[src/rtl/dzv_pkg.sv]
package dzv_pkg;

    // Largest logical frame length the block handles at all
    localparam logic [23:0] MAX_FRAME_BYTES = 24'd65535;

    localparam int unsigned LEN_W   = 16;
    localparam int unsigned WORD_W  = 32;
    localparam int unsigned WCNT_W  = 14;
    localparam int unsigned QUEUE_DEPTH = 2;
    localparam int unsigned QPTR_W  = $clog2(QUEUE_DEPTH);
    localparam int unsigned QCNT_W  = $clog2(QUEUE_DEPTH + 1);

    // Reset value of the capacity register
    localparam logic [LEN_W-1:0] CAPACITY_RESET = 16'hFFFF;

    // Byte counts carried with a result
    localparam logic [2:0] NBYTES_NONE = 3'd0;
    localparam logic [2:0] NBYTES_TAIL = 3'd1;
    localparam logic [2:0] NBYTES_WORD = 3'd4;

    // Last byte index of a varint group
    localparam logic [2:0] GROUP_LAST = 3'd4;

    typedef enum logic [1:0] {
        STATUS_OK     = 2'd0,
        STATUS_PARSE  = 2'd1,
        STATUS_BOUNDS = 2'd2
    } status_t;

    // One classified stored byte, as queued between front and back
    typedef struct packed {
        logic [7:0]       stored_byte;
        logic             end_of_stream;
        logic [LEN_W-1:0] logical_length;
        logic             cap_err;
    } item_t;

    // Place the 7 payload bits of a group byte at their position; bits
    // beyond the word are dropped.
    function automatic logic [WORD_W-1:0] group_bits(input logic [6:0] bits,
                                                     input logic [2:0] idx);
        logic [WORD_W-1:0] r;
        case (idx)
            3'd0:    r = {25'd0, bits};
            3'd1:    r = {18'd0, bits, 7'd0};
            3'd2:    r = {11'd0, bits, 14'd0};
            3'd3:    r = {4'd0, bits, 21'd0};
            default: r = {bits[3:0], 28'd0};
        endcase
        return r;
    endfunction

    // Zigzag back to two's complement
    function automatic logic [WORD_W-1:0] unzigzag(input logic [WORD_W-1:0] z);
        return (z >> 1) ^ {WORD_W{z[0]}};
    endfunction

endpackage

[src/rtl/dzv_front.sv]
module dzv_front (
    input  logic                       clk,
    input  logic                       rst_n,
    // item channel
    input  logic                       item_valid,
    output logic                       item_stall,
    input  logic [7:0]                 stored_byte,
    input  logic                       end_of_stream,
    input  logic [dzv_pkg::LEN_W-1:0]  logical_length,
    // configuration channel
    input  logic                       cfg_valid,
    output logic                       cfg_ready,
    input  logic [dzv_pkg::LEN_W-1:0]  output_capacity,
    // queue read side
    output logic                       q_valid,
    output dzv_pkg::item_t             q_item,
    input  logic                       q_pop
);
    import dzv_pkg::*;

    logic [LEN_W-1:0]  capacity_reg;
    item_t             queue_reg [QUEUE_DEPTH];
    logic [QPTR_W-1:0] wr_ptr_reg, wr_ptr_next;
    logic [QPTR_W-1:0] rd_ptr_reg, rd_ptr_next;
    logic [QCNT_W-1:0] count_reg, count_next;
    logic              push;
    item_t             in_item;

    // capacity register, always writable
    assign cfg_ready = 1'b1;

    always_ff @(posedge clk or negedge rst_n)
    begin
        if (!rst_n)
            capacity_reg <= CAPACITY_RESET;
        else if (cfg_valid && cfg_ready)
            capacity_reg <= output_capacity;
    end

    // classify the incoming byte
    always_comb
    begin
        in_item.stored_byte    = stored_byte;
        in_item.end_of_stream  = end_of_stream;
        in_item.logical_length = logical_length;
        in_item.cap_err        = (logical_length > capacity_reg) ||
                                 ({8'd0, logical_length} > MAX_FRAME_BYTES);
    end

    // queue control
    assign item_stall = (count_reg == QCNT_W'(QUEUE_DEPTH));
    assign push       = item_valid && !item_stall;
    assign q_valid    = (count_reg != '0);
    assign q_item     = queue_reg[rd_ptr_reg];

    always_comb
    begin
        wr_ptr_next = push  ? QPTR_W'(wr_ptr_reg + 1'b1) : wr_ptr_reg;
        rd_ptr_next = q_pop ? QPTR_W'(rd_ptr_reg + 1'b1) : rd_ptr_reg;
        count_next  = count_reg;
        if (push && !q_pop)
            count_next = QCNT_W'(count_reg + 1'b1);
        else if (!push && q_pop)
            count_next = QCNT_W'(count_reg - 1'b1);
    end

    always_ff @(posedge clk or negedge rst_n)
    begin
        if (!rst_n)
        begin
            wr_ptr_reg <= '0;
            rd_ptr_reg <= '0;
            count_reg  <= '0;
        end
        else
        begin
            wr_ptr_reg <= wr_ptr_next;
            rd_ptr_reg <= rd_ptr_next;
            count_reg  <= count_next;
        end
    end

    // queue storage
    always_ff @(posedge clk)
    begin
        if (push)
            queue_reg[wr_ptr_reg] <= in_item;
    end

endmodule

[src/rtl/dzv_back.sv]
module dzv_back (
    input  logic                        clk,
    input  logic                        rst_n,
    // queue read side
    input  logic                        q_valid,
    input  dzv_pkg::item_t              q_item,
    output logic                        q_pop,
    // result channel
    output logic                        result_valid,
    input  logic                        result_stall,
    output logic [dzv_pkg::WORD_W-1:0]  data,
    output logic [2:0]                  valid_bytes,
    output logic [1:0]                  status,
    output logic                        frame_done
);
    import dzv_pkg::*;

    logic [WORD_W-1:0] prev_reg, prev_next;
    logic [WORD_W-1:0] accum_reg, accum_next;
    logic [2:0]        gidx_reg, gidx_next;
    logic [WCNT_W-1:0] words_reg, words_next;
    logic [1:0]        tail_reg, tail_next;
    logic              active_reg, active_next;
    logic              discard_reg, discard_next;

    logic              res_valid_reg, res_valid_next;
    logic [WORD_W-1:0] res_data_reg, res_data_next;
    logic [2:0]        res_nb_reg, res_nb_next;
    status_t           res_status_reg, res_status_next;
    logic              res_done_reg, res_done_next;

    logic              res_fire;
    logic              out_free;

    // take a queued byte whenever the result register can be refilled
    assign out_free = !res_valid_reg || !result_stall;
    assign q_pop    = q_valid && out_free;

    // decode one byte
    always_comb
    begin
        logic              proceed;
        logic              raise;
        status_t           err_code;
        logic              eos;
        logic [7:0]        b;

        eos      = q_item.end_of_stream;
        b        = q_item.stored_byte;
        proceed  = 1'b0;
        raise    = 1'b0;
        err_code = STATUS_PARSE;

        prev_next    = prev_reg;
        accum_next   = accum_reg;
        gidx_next    = gidx_reg;
        words_next   = words_reg;
        tail_next    = tail_reg;
        active_next  = active_reg;
        discard_next = discard_reg;

        res_fire        = 1'b0;
        res_data_next   = '0;
        res_nb_next     = NBYTES_NONE;
        res_status_next = STATUS_OK;
        res_done_next   = 1'b0;

        if (q_pop)
        begin
            proceed = 1'b1;
            // frame start or discard
            if (!active_reg)
            begin
                active_next  = 1'b1;
                discard_next = 1'b0;
                prev_next    = '0;
                accum_next   = '0;
                gidx_next    = '0;
                words_next   = '0;
                tail_next    = '0;
                if (q_item.cap_err)
                begin
                    raise    = 1'b1;
                    err_code = STATUS_BOUNDS;
                    proceed  = 1'b0;
                end
                else
                begin
                    words_next = q_item.logical_length[LEN_W-1:2];
                    tail_next  = q_item.logical_length[1:0];
                end
            end
            else if (discard_reg)
            begin
                proceed = 1'b0;
                if (eos)
                begin
                    active_next  = 1'b0;
                    discard_next = 1'b0;
                end
            end

            if (proceed)
            begin
                if (words_next != '0)
                begin
                    // varint group byte
                    accum_next = accum_next | group_bits(b[6:0], gidx_next);
                    if (b[7])
                    begin
                        if (gidx_next >= GROUP_LAST || eos)
                            raise = 1'b1;
                        else
                            gidx_next = 3'(gidx_next + 3'd1);
                    end
                    else
                    begin
                        prev_next  = prev_next + unzigzag(accum_next);
                        accum_next = '0;
                        gidx_next  = '0;
                        words_next = WCNT_W'(words_next - 1'b1);
                        if (eos && !(words_next == '0 && tail_next == '0))
                            raise = 1'b1;
                        else
                        begin
                            res_fire      = 1'b1;
                            res_data_next = prev_next;
                            res_nb_next   = NBYTES_WORD;
                            res_done_next = eos;
                            if (eos)
                                active_next = 1'b0;
                        end
                    end
                end
                else if (tail_next != '0)
                begin
                    // verbatim tail byte
                    tail_next = 2'(tail_next - 1'b1);
                    if (eos && tail_next != '0)
                        raise = 1'b1;
                    else
                    begin
                        res_fire      = 1'b1;
                        res_data_next = {24'd0, b};
                        res_nb_next   = NBYTES_TAIL;
                        res_done_next = eos;
                        if (eos)
                            active_next = 1'b0;
                    end
                end
                else
                begin
                    // leftover byte
                    raise = 1'b1;
                end
            end

            // error ends the frame with a status-only result
            if (raise)
            begin
                res_fire        = 1'b1;
                res_data_next   = '0;
                res_nb_next     = NBYTES_NONE;
                res_status_next = err_code;
                res_done_next   = 1'b1;
                if (eos)
                begin
                    active_next  = 1'b0;
                    discard_next = 1'b0;
                end
                else
                    discard_next = 1'b1;
            end
        end
    end

    // result register valid
    assign res_valid_next = q_pop ? res_fire : (res_valid_reg && result_stall);

    always_ff @(posedge clk or negedge rst_n)
    begin
        if (!rst_n)
        begin
            prev_reg      <= '0;
            accum_reg     <= '0;
            gidx_reg      <= '0;
            words_reg     <= '0;
            tail_reg      <= '0;
            active_reg    <= 1'b0;
            discard_reg   <= 1'b0;
            res_valid_reg <= 1'b0;
        end
        else
        begin
            prev_reg      <= prev_next;
            accum_reg     <= accum_next;
            gidx_reg      <= gidx_next;
            words_reg     <= words_next;
            tail_reg      <= tail_next;
            active_reg    <= active_next;
            discard_reg   <= discard_next;
            res_valid_reg <= res_valid_next;
        end
    end

    // result payload
    always_ff @(posedge clk)
    begin
        if (q_pop && res_fire)
        begin
            res_data_reg   <= res_data_next;
            res_nb_reg     <= res_nb_next;
            res_status_reg <= res_status_next;
            res_done_reg   <= res_done_next;
        end
    end

    assign result_valid = res_valid_reg;
    assign data         = res_data_reg;
    assign valid_bytes  = res_nb_reg;
    assign status       = res_status_reg;
    assign frame_done   = res_done_reg;

endmodule

[src/rtl/delta_zigzag_varint_decoder.sv]
// Delta/zigzag/varint frame decoder.
// Item channel (item_valid/item_stall): one stored byte per transfer, with
// end_of_stream on the frame's last byte and logical_length, which is read
// on the first byte of each frame. Result channel (result_valid/
// result_stall): at most one result per byte - a 32-bit word
// (valid_bytes 4), a tail byte (valid_bytes 1) or a status-only result
// (valid_bytes 0, status parse or bounds error, frame_done set).
// Config channel (cfg_valid/cfg_ready): writes output_capacity; ready is
// always high; write only while the block is idle.
// Throughput: one byte per cycle while result_stall is low, set by the
// decode stage which does one shift, OR and 32-bit add per byte. An input
// byte is written into the queue at its transfer and, once it is at the
// queue head and the result register is free, is decoded into that register.
// A two-entry queue sits between input and decoder; item_stall rises only
// when it is full, so the input keeps flowing while a result waits.
// When result_stall is high the decoder holds, the queue fills and then
// item_stall is raised; nothing is lost.
// Reset clears the queue, the decode state and sets output_capacity to
// 65535.
module delta_zigzag_varint_decoder (
    input  logic                        clk,
    input  logic                        rst_n,
    input  logic                        item_valid,
    output logic                        item_stall,
    input  logic [7:0]                  stored_byte,
    input  logic                        end_of_stream,
    input  logic [dzv_pkg::LEN_W-1:0]   logical_length,
    input  logic                        cfg_valid,
    output logic                        cfg_ready,
    input  logic [dzv_pkg::LEN_W-1:0]   output_capacity,
    output logic                        result_valid,
    input  logic                        result_stall,
    output logic [dzv_pkg::WORD_W-1:0]  data,
    output logic [2:0]                  valid_bytes,
    output logic [1:0]                  status,
    output logic                        frame_done
);
    import dzv_pkg::*;

    logic  q_valid;
    logic  q_pop;
    item_t q_item;

    // input side: capacity check and queue
    dzv_front u_front (
        .clk            (clk),
        .rst_n          (rst_n),
        .item_valid     (item_valid),
        .item_stall     (item_stall),
        .stored_byte    (stored_byte),
        .end_of_stream  (end_of_stream),
        .logical_length (logical_length),
        .cfg_valid      (cfg_valid),
        .cfg_ready      (cfg_ready),
        .output_capacity(output_capacity),
        .q_valid        (q_valid),
        .q_item         (q_item),
        .q_pop          (q_pop)
    );

    // decode side: varint, delta, tail and result register
    dzv_back u_back (
        .clk          (clk),
        .rst_n        (rst_n),
        .q_valid      (q_valid),
        .q_item       (q_item),
        .q_pop        (q_pop),
        .result_valid (result_valid),
        .result_stall (result_stall),
        .data         (data),
        .valid_bytes  (valid_bytes),
        .status       (status),
        .frame_done   (frame_done)
    );

endmodule
[config.mk]
export PLATFORM = sky130hd
export DESIGN_NAME = delta_zigzag_varint_decoder
export DESIGN_NICKNAME = d
export VERILOG_FILES = /design/src/rtl/dzv_pkg.sv /design/src/rtl/dzv_front.sv /design/src/rtl/dzv_back.sv /design/src/rtl/delta_zigzag_varint_decoder.sv
export SDC_FILE = /design/constraint.sdc
export NUM_CORES = 1
export LEC_CHECK = 0
export ABC_CLOCK_PERIOD_IN_PS = 5300
export BUFFER_PORTS_ARGS = -buffer_cell sky130_fd_sc_hd__buf_2
export CORE_ASPECT_RATIO = 1.4
export CORE_MARGIN = 1
export CORE_UTILIZATION = 45
export DETAILED_ROUTE_END_ITERATION = 6
export GPL_TIMING_DRIVEN = 0
export HOLD_SLACK_MARGIN = 0.12
export PLACE_DENSITY = 0.75
export SYNTH_ARGS = -nofsm -noshare
export SYNTH_HDL_FRONTEND = slang
export SYNTH_HIERARCHICAL = 1
export SYNTH_SLANG_ARGS = --single-unit
[constraint.sdc]
create_clock -name clk -period 5.3 [get_ports clk]
set_input_delay 0.795 -clock clk [delete_from_list [all_inputs] [get_ports clk]]
set_output_delay 0.795 -clock clk [all_outputs]
set_load 0.01 [all_outputs]
==> results.json, run 1 <==
{
  "outcome": "finished, final reports clean",
  "cts-root-buf": "clkbuf_16",
  "post-route-min-period_ns": 5.021,
  "io_buffer_count": 84,
  "grt_pass1_vias": 8685,
  "cts_buffers": 17,
  "skew_ns": 0.007923,
  "syn_area_mm2": 0.01116,
  "clk-insertion-delay-late_ns": 0.44,
  "gp_congestion": 0.9298,
  "cts_hold_buf": 0,
  "io_pins": 87,
  "cts.sink_count": 195,
  "synth_area_leaders": "edfxtp_1 (24%), dfrtp_1 (20%), ha_1 (6.1%)",
  "rsz0062_at_grt": "no",
  "synth_seq_cells": 195,
  "n_fill_cell": 2162,
  "syn_inst": 1065,
  "drt-wirelength-per-cell_um": 18.43,
  "overflow": 0,
  "drc": 0,
  "cp_data_arrival_time_ns": 5.22,
  "synth_async_sr_flop_share": 0.5436,
  "clockBufferDepth": 2,
  "clockPowerShare": 0.149,
  "comb_power_share": 0.588,
  "p_sw_mw": 3.980,
  "dieArea_mm2": 0.02545,
  "fin_nets": 1270,
  "crit_fanout": 10,
  "leakagePower_nw": 5.315,
  "setup_tns_ns": 0,
  "hold_viol": 0,
  "area_growth_syn_to_layout_pct": 14.07,
  "antenna_found_initial": 0,
  "fin_crit_sh": 0.9473,
  "worst-setup-path-type": "register to register",
  "synth_edf_count": 89,
  "syn-num-nets": 1166,
  "endpoint_kind": "register",
  "seq_area_frac_synth": 0.4788,
  "ant_nets": 0,
  "ys.flop_type": "dfrtp_1",
  "setup-violations-final": 0,
  "peakVddDrop_v": 0.0003846,
  "startpoint_type": "register",
  "drive_gt1_frac": 0.1904,
  "grt_pass1_wl_um": 43890,
  "seq_power_share": 0.263,
  "tightest_slew_ns": 1.268,
  "synth_top_area_share": 0.2394,
  "vias_per_cell": 5.747,
  "slew_headroom": 0.1527,
  "drv_slew": 0,
  "grt_use_total": 0.2243,
  "core-area_mm2": 0.02414,
  "routed_wl_um": 27500,
  "diodes": 0,
  "dp_cells": 1462,
  "yosysUniqueCellTypes": 79,
  "synth_commonest_cells": "dfrtp_1 (90), nand2_1 (90), edfxtp_1 (89)",
  "clkTransAtPathRegs_ns": 0.07,
  "multi_input_area_mm2": 0.005489,
  "synth_warnings": 6,
  "fin_cells": 1492,
  "hpwl_um": 20530,
  "switching_share": 0.4498,
  "powerDensity_mw_per_mm2": 694.9,
  "hold-worst-slack_ns": 0.3752,
  "grt_max_degree": 63,
  "worst_ep_required_time_ns": 5.50,
  "cts_tree": "done",
  "drt_iter0_drc": 597,
  "synth_area_leader_cell": "edfxtp_1",
  "max_freq_mhz": 199.2,
  "h-tree-depth": 4,
  "hold_class": "input port to async pin",
  "dieHeight_um": 188.4,
  "die_w_um": 135.1,
  "syn_area_per_cell_um2": 10.48,
  "largest_reg_flops": 52,
  "vias": 8575,
  "drt-pass1-iter-count": 5,
  "std_cell_rows": 67,
  "intPower_mw": 4.869,
  "regArea_mm2": 0.005345,
  "drv_cap": 0,
  "initial_core_util": 0.4624
}
[metal layers]
metal  GRT usage  wire, um  vias to the layer above
li1            -         -                     4100
met1      0.2391     10450                     4129
met2      0.4041     14380                      266
met3     0.04439      1261                       80
met4      0.1318      1401                        0
met5           0         0                        -
[final timing paths]
check,start,to,slack (ns),cells past startpoint
worst min-delay path,rst_n,u_back/prev_reg[13]$_DFFE_PN0P_,0.38,1
min in group clk,u_back/prev_reg[31]$_DFFE_PN0P_,u_back/prev_reg[31]$_DFFE_PN0P_,0.48,1
max in group asynchronous,rst_n,u_front/capacity_reg[4]$_DFFE_PN1P_,4.14,2
worst min register to register,u_back/prev_reg[31]$_DFFE_PN0P_,u_back/prev_reg[31]$_DFFE_PN0P_,0.48,1
worst max register to register,u_back/gidx_reg[0]$_DFFE_PN0P_,u_back/data[31]$_SDFFCE_PP0P_,0.28,15
worst max-delay path,u_back/gidx_reg[0]$_DFFE_PN0P_,u_back/data[31]$_SDFFCE_PP0P_,0.28,15
[cells by family after synthesis]
group,after synthesis,synth area share
AND/OR/NAND/NOR,300,0.1362
adder cells (fa/ha/maj),55,0.06232
AO/OA/AOI/OAI,308,0.1912
buffers and inverters,94,0.03699
flip-flops,195,0.4788
multiplexers,32,0.03183
other,2,0.0006727
XOR/XNOR,79,0.06198
[power by group through the flow]
| stage | Sequential (mW) | Combinational, mW | Clock (mW) |
|---|---|---|---|
| 2_1_floorplan | 2.41 | 3.63 | 0 |
| 3_3_place_gp | 2.36 | 4.92 | 0 |
| 3_5_place_dp | 2.35 | 5.06 | 0 |
| 4_1_cts | 2.33 | 5.14 | 1.34 |
| 5_1_grt | 2.37 | 5.67 | 1.40 |
| 6_report | 2.33 | 5.21 | 1.32 |
[cell type report]
| cell class | count | area share |
|---|---|---|
| Sequential cell | 195 | 0.4198 |
| Inverter | 34 | 0.01012 |
| Clock inverter | 13 | 0.01258 |
| Multi-Input combinational cell | 776 | 0.4311 |
| Timing Repair Buffer | 88 | 0.03930 |
| Clock buffer | 19 | 0.03400 |
| Tap cell | 310 | 0.03046 |
| Buffer | 57 | 0.02270 |
[critical path, cell delays in order (launching register included)]
cell and delay (ns):
dfrtp_1 0.37, clkbuf_1 0.22, o31ai_2 0.61, a22o_1 0.27
buf_2 0.31, clkbuf_4 0.32, xnor2_1 0.10, ha_1 0.35
o21ai_0 0.14, o211a_1 0.25, or4b_2 0.69, o21bai_4 0.23
o21a_1 0.27, mux2i_2 0.33, nand3_1 0.11, nor3b_2 0.18
[cell usage in the layout (no fill, tap or decap), types with 6 or more instances in the layout]
cell,instances
buf_2,94
nand2_1,90
dfrtp_1,90
edfxtp_1,89
o21ai_0,70
xnor2_1,62
nor2_1,60
a22o_1,57
a21oi_1,54
ha_1,51
and2_1,49
a22oi_1,40
inv_1,33
clkbuf_1,31
mux2_2,28
clkbuf_16,17
nand3_1,17
xor2_1,17
dfstp_2,16
nand4_1,14
nor2b_1,13
a21o_1,13
nor3_1,11
nand2b_1,9
o21a_1,8
buf_4,7
and3_1,7
o21ai_1,6
o211ai_1,6
[repair_timing]
item / CTS / global route
resized for setup: 14 / 12
cloned: 0 / 0
setup buffers: 1 / 0
pin swaps: 1 / 0
setup endpoints to repair: 22 / 19
[through the flow]
step / setup WS, ns / cell area (um^2) / total power, mW / util
2_1_floorplan: 0.1638 / 11160 / 6.044 / -
3_3_place_gp: -1.484 / 11970 / 7.281 / 0.4959
3_5_place_dp: -1.059 / 12060 / 7.416 / 0.4994
4_1_cts: 0.01322 / 12700 / 8.808 / 0.5261
5_1_grt: 0.009778 / 12730 / 9.445 / 0.5274
6_report: 0.2793 / 12730 / 8.849 / 0.5274
Power figures use the tool's default switching activity.
==> run 2: changes to the inputs <==
ABC_AREA = 1   (was unset)
CORE_UTILIZATION = 35   (was 45)
PLACE_DENSITY = 0.63   (was 0.75)
==> results.json, run 2 <==
{
  "fin_nets": 1658,
  "synth_seq_cells": 195,
  "dp_cells": 1987,
  "clockBufferDepth": 2,
  "endpoint_kind": "register",
  "vias": 10340,
  "synth_warnings": 6,
  "ys.flop_type": "dfrtp_1",
  "rsz0062_at_grt": "no",
  "hold_viol": 0,
  "drv_cap": 0,
  "antenna_found_initial": 0,
  "h-tree-depth": 4,
  "initial_core_util": 0.3576,
  "syn_area_per_cell_um2": 8.448,
  "setup-violations-final": 0,
  "io_pins": 87,
  "synth_top_area_share": 0.2183,
  "cts_tree": "done",
  "syn-num-nets": 1550,
  "routed_wl_um": 35110,
  "std_cell_rows": 80,
  "fin_cells": 2021,
  "crit_path_top_delay_cell": "fa_1",
  "worst-setup-path-type": "register to register",
  "drive_gt1_frac": 0.1656,
  "cts_hold_buf": 0,
  "dieArea_mm2": 0.03574,
  "grt_pass1_wl_um": 54720,
  "vias_per_cell": 5.115,
  "yosysMostFrequentCell": "nand2_1",
  "syn_inst": 1449,
  "crit_fanout": 10,
  "startpoint_type": "register",
  "synth_area_leader_cell": "edfxtp_1",
  "max_freq_mhz": 205.1,
  "cts-root-buf": "clkbuf_16",
  "ant_nets": 0,
  "grt_max_degree": 90,
  "largest_reg_flops": 52,
  "hold_class": "input port to async pin",
  "drt-pass1-iter-count": 5,
  "hpwl_um": 27220,
  "synth_commonest_cells": "nand2_1 (353), inv_1 (169), o21ai_0 (134)",
  "synth_edf_count": 89,
  "drc": 0,
  "fin_crit_sh": 0.9201,
  "seq_area_frac_synth": 0.4366,
  "clkTransAtPathRegs_ns": 0.07,
  "yosysUniqueCellTypes": 55,
  "cts_buffers": 17,
  "worst_ep_required_time_ns": 5.69,
  "cp_slowest_stage_delay_ns": 0.40,
  "dieHeight_um": 223.3,
  "skew_ns": 0.01163,
  "grt_use_total": 0.2015,
  "overflow": 0,
  "post-route-min-period_ns": 4.877,
  "synth_async_sr_flop_share": 0.5436,
  "cp_data_arrival_time_ns": 5.27,
  "core-area_mm2": 0.03423,
  "syn_area_mm2": 0.01224,
  "io_buffer_count": 84,
  "tightest_slew_ns": 0.8742,
  "cpLargestDelayFamily": "compound AO/OA/AOI/OAI gates",
  "drt_iter0_drc": 734,
  "grt_pass1_vias": 10150,
  "final_cell_mix": "nand2_1 (352), inv_1 (169), o21ai_0 (131)",
  "drv_slew": 0,
  "final_common_cell": "nand2_1",
  "area_growth_syn_to_layout_pct": 13.43,
  "drt-wirelength-per-cell_um": 17.37,
  "path_buf_inv": 9,
  "die_w_um": 160.1,
  "clk-insertion-delay-late_ns": 0.46,
  "diodes": 0,
  "gp_congestion": 0.9614,
  "outcome": "finished, final reports clean",
  "synth_area_leaders": "edfxtp_1 (22%), dfrtp_1 (18%), nand2_1 (11%)",
  "cts.sink_count": 195,
  "slew_headroom": 0.4152
}
-- run 2: changes by cell type in the layout (fill, tap and decap cells not counted), moves of 42 or more --
cell | before | now
a21oi_1 | 54 | 99
a22o_1 | 57 | 7
and2_1 | 49 | 0
inv_1 | 33 | 169
nand2_1 | 90 | 352
nor2_1 | 60 | 108
o21ai_0 | 70 | 131
xnor2_1 | 62 | 20
-- run 2: cell type report --
| type | instances | area, um^2 |
|---|---|---|
| Tap cell | 451 | 564.3 |
| Buffer | 56 | 336.6 |
| Multi-Input combinational cell | 1024 | 5924 |
| Clock buffer | 19 | 464.2 |
| Sequential cell | 195 | 5345 |
| Timing Repair Buffer | 89 | 499.2 |
| Fill cell | 3445 | 20350 |
| Clock inverter | 13 | 98.84 |
| Inverter | 174 | 653.1 |
-- run 2: logic make-up after synthesis --
| kind of cell | Yosys count | share of synthesized area |
|---|---|---|
| AOI/OAI and AO/OA | 327 | 0.1613 |
| xor gates and xnor gates | 64 | 0.04579 |
| adders and majority gates | 55 | 0.05683 |
| buffers and inverters | 230 | 0.08064 |
| DFF | 195 | 0.4366 |
| muxes | 27 | 0.03066 |
| other | 2 | 0.0006135 |
| and+or+nand+nor | 549 | 0.1876 |
-- run 2: worst paths after layout --
check	cells past startpoint	startpoint	endpoint	slack, ns
worst max-delay path	26	u_back/active_reg$_DFFE_PN0P_	u_back/prev_reg[28]$_DFFE_PN0P_	0.42
worst min-delay path	1	rst_n	u_back/prev_reg[4]$_DFFE_PN0P_	0.17
worst max register to register	26	u_back/active_reg$_DFFE_PN0P_	u_back/prev_reg[28]$_DFFE_PN0P_	0.42
worst min register to register	2	u_back/prev_reg[30]$_DFFE_PN0P_	u_back/prev_reg[30]$_DFFE_PN0P_	0.48
max in group asynchronous	2	rst_n	u_front/capacity_reg[3]$_DFFE_PN1P_	4.38
min in group clk	2	u_back/prev_reg[30]$_DFFE_PN0P_	u_back/prev_reg[30]$_DFFE_PN0P_	0.48
-- run 2: per-stage QoR --
step | utilization | TNS [ns] | hold slack, ns | worst slack, ns | cell area, um^2
after floorplan | - | 0 | 0.4492 | 1.305 | 12240
final | 0.4056 | 0 | 0.1682 | 0.4233 | 13890
after detailed placement | 0.3885 | -0.03508 | 0.4651 | -0.03508 | 13300
after CTS | 0.4049 | 0 | 0.1486 | 0.1779 | 13860
after global routing | 0.4056 | 0 | 0.1587 | 0.06459 | 13890
after global placement | 0.3864 | -0.06293 | 0.4628 | -0.06293 | 13230
-- run 2: timing repair --
| action | in CTS | in global routing |
|---|---|---|
| setup endpoints to repair | 3 | 11 |
| pin swaps | 0 | 1 |
| resized for setup | 2 | 5 |
| gates cloned | 0 | 0 |
| setup buffers | 0 | 2 |
-- run 2: per-layer routing --
metal | vias to the layer above | GRT usage | wire [um]
li1 | 5035 | - | -
met1 | 4836 | 0.2129 | 13150
met2 | 362 | 0.3652 | 18370
met3 | 104 | 0.03588 | 1723
met4 | 0 | 0.1315 | 1869
met5 | - | 0 | 0
Power of run 2 is not shown: default switching activity piles up to over one toggle a cycle in this logic, so the estimate is an artifact.
==> run 3: changes to the inputs <==
CELL_PAD_IN_SITES_DETAIL_PLACEMENT = 0   (was unset)
CELL_PAD_IN_SITES_GLOBAL_PLACEMENT = 1   (was unset)
CTS_CLUSTER_SIZE = 12   (was unset)
PLACE_DENSITY = 0.76   (was 0.63)
==> results.json, run 3 (same netlist as run 2, synthesis figures left out) <==
{
  "core-area_mm2": 0.03423,
  "post-place-ws_ns": -0.01752,
  "slew_headroom": 0.4193,
  "drc": 0,
  "vias": 10320,
  "worst-setup-path-type": "register to register",
  "setup-violations-final": 0,
  "wl_met2_um": 19340,
  "worstReg2RegStart": "u_back/active_reg$_DFFE_PN0P_",
  "rsz0062_at_grt": "no",
  "clk-insertion-delay-late_ns": 0.46,
  "cts_buffers": 17,
  "io_pins": 87,
  "final_core_util": 0.4048,
  "gp_congestion": 0.9384,
  "max_freq_mhz": 203.4,
  "drive_gt1_frac": 0.1639,
  "clkTransAtPathRegs_ns": 0.08,
  "worst_ep_required_time_ns": 5.64,
  "cts_tree": "done",
  "dieHeight_um": 223.3,
  "diodes": 0,
  "largest_reg_flops": 52,
  "drv_cap": 0,
  "dieArea_mm2": 0.03574,
  "wirelength_met1_um": 13640,
  "top_layer_used": "met5",
  "hold_viol": 0,
  "die_w_um": 160.1,
  "h-tree-depth": 4,
  "io_buffer_count": 84,
  "grt_pass1_wl_um": 57080,
  "overflow": 0,
  "clockBufferDepth": 2,
  "post_cts_buffers": 0,
  "startpoint_type": "register",
  "drt-wirelength-per-cell_um": 18.00,
  "design_area_mm2": 0.01386,
  "routed_wl_um": 36340,
  "hpwl_um": 28450,
  "cts-root-buf": "clkbuf_16",
  "drt-pass1-iter-count": 5,
  "hold_class": "input port to async pin",
  "crit_path_start": "u_back/active_reg$_DFFE_PN0P_",
  "tightest_slew_ns": 0.8680,
  "grt_max_degree": 71,
  "drt_iter0_drc": 618,
  "cp_data_arrival_time_ns": 5.26,
  "postPlaceCellArea_mm2": 0.01330,
  "drv_slew": 0,
  "cts_hold_buf": 0,
  "outcome": "finished, final reports clean",
  "final_cell_mix": "nand2_1 (352), inv_1 (169), o21ai_0 (131)",
  "n_fill_cell": 3450,
  "fin_nets": 1656,
  "hold-worst-slack_ns": 0.2313,
  "skew_ns": 0.01423,
  "grt_pass1_vias": 10460,
  "cts_resized": 1,
  "antenna_found_initial": 2,
  "initial_core_util": 0.3576,
  "endpoint_kind": "register",
  "dr_wl_met3_um": 1430,
  "cts.sink_count": 195,
  "fin_crit_sh": 0.9275,
  "std_cell_rows": 80,
  "post-route-min-period_ns": 4.916,
  "vias_per_cell": 5.111,
  "setup_ws_ns": 0.3843,
  "crit_fanout": 10,
  "grt_use_total": 0.2103,
  "final_common_cell": "nand2_1",
  "ant_nets": 0,
  "area_growth_syn_to_layout_pct": 13.19
}
[run 3: layout make-up]
class | count | area, um^2 | share of cell area
multi-input combinational | 1024 | 5924 | 0.4275
sequential | 195 | 5345 | 0.3857
inverter | 174 | 653.1 | 0.04713
tap | 451 | 564.3 | 0.04072
timing repair buffer | 87 | 484.2 | 0.03494
clock buffer | 17 | 425.4 | 0.03070
buffer | 56 | 336.6 | 0.02429
clock inverter | 15 | 123.9 | 0.008939
[run 3: worst max-delay path: stages, from the launching register on]
cell,delay (ns)
dfrtp_1,0.37
buf_4,0.17
buf_6,0.16
buf_6,0.15
nand2_2,0.18
inv_1,0.12
nor3_2,0.24
inv_2,0.13
o21ai_4,0.24
clkbuf_4,0.32
xor2_1,0.18
ha_1,0.20
inv_1,0.06
fa_1,0.41
inv_1,0.07
nand2_1,0.05
a21oi_1,0.23
a21oi_1,0.21
o21ai_2,0.34
a21oi_1,0.20
o21ai_1,0.22
nand2_1,0.10
nand3_1,0.11
nand3_1,0.16
nand2_1,0.10
nand2_1,0.06
[run 3: metal layers]
| layer | GRT usage | up-vias |
|---|---|---|
| met2 | 0.3990 | 275 |
| met5 | 0 | - |
| met4 | 0.1183 | 4 |
| met1 | 0.2179 | 4908 |
| li1 | - | 5039 |
| met3 | 0.03235 | 94 |
[run 3: final timing paths]
path	to	slack, ns	depth (start not counted)
setup reg to reg	u_back/prev_reg[26]$_DFFE_PN0P_	0.38	25
max in group asynchronous	u_back/prev_reg[16]$_DFFE_PN0P_	4.33	2
setup / recovery	u_back/prev_reg[26]$_DFFE_PN0P_	0.38	25
hold / removal	u_back/prev_reg[5]$_DFFE_PN0P_	0.23	1
min in group clk	u_back/prev_reg[20]$_DFFE_PN0P_	0.49	2
hold reg to reg	u_back/prev_reg[20]$_DFFE_PN0P_	0.49	2
[run 3: through the flow]
stage	TNS, ns	std cells
global placement	-0.005790	1984
floorplan	0	1449
detailed placement	-0.01752	1987
global route	0	2019
CTS	0	2019
finish	0	2019
Power of run 3 is left out for the same reason.
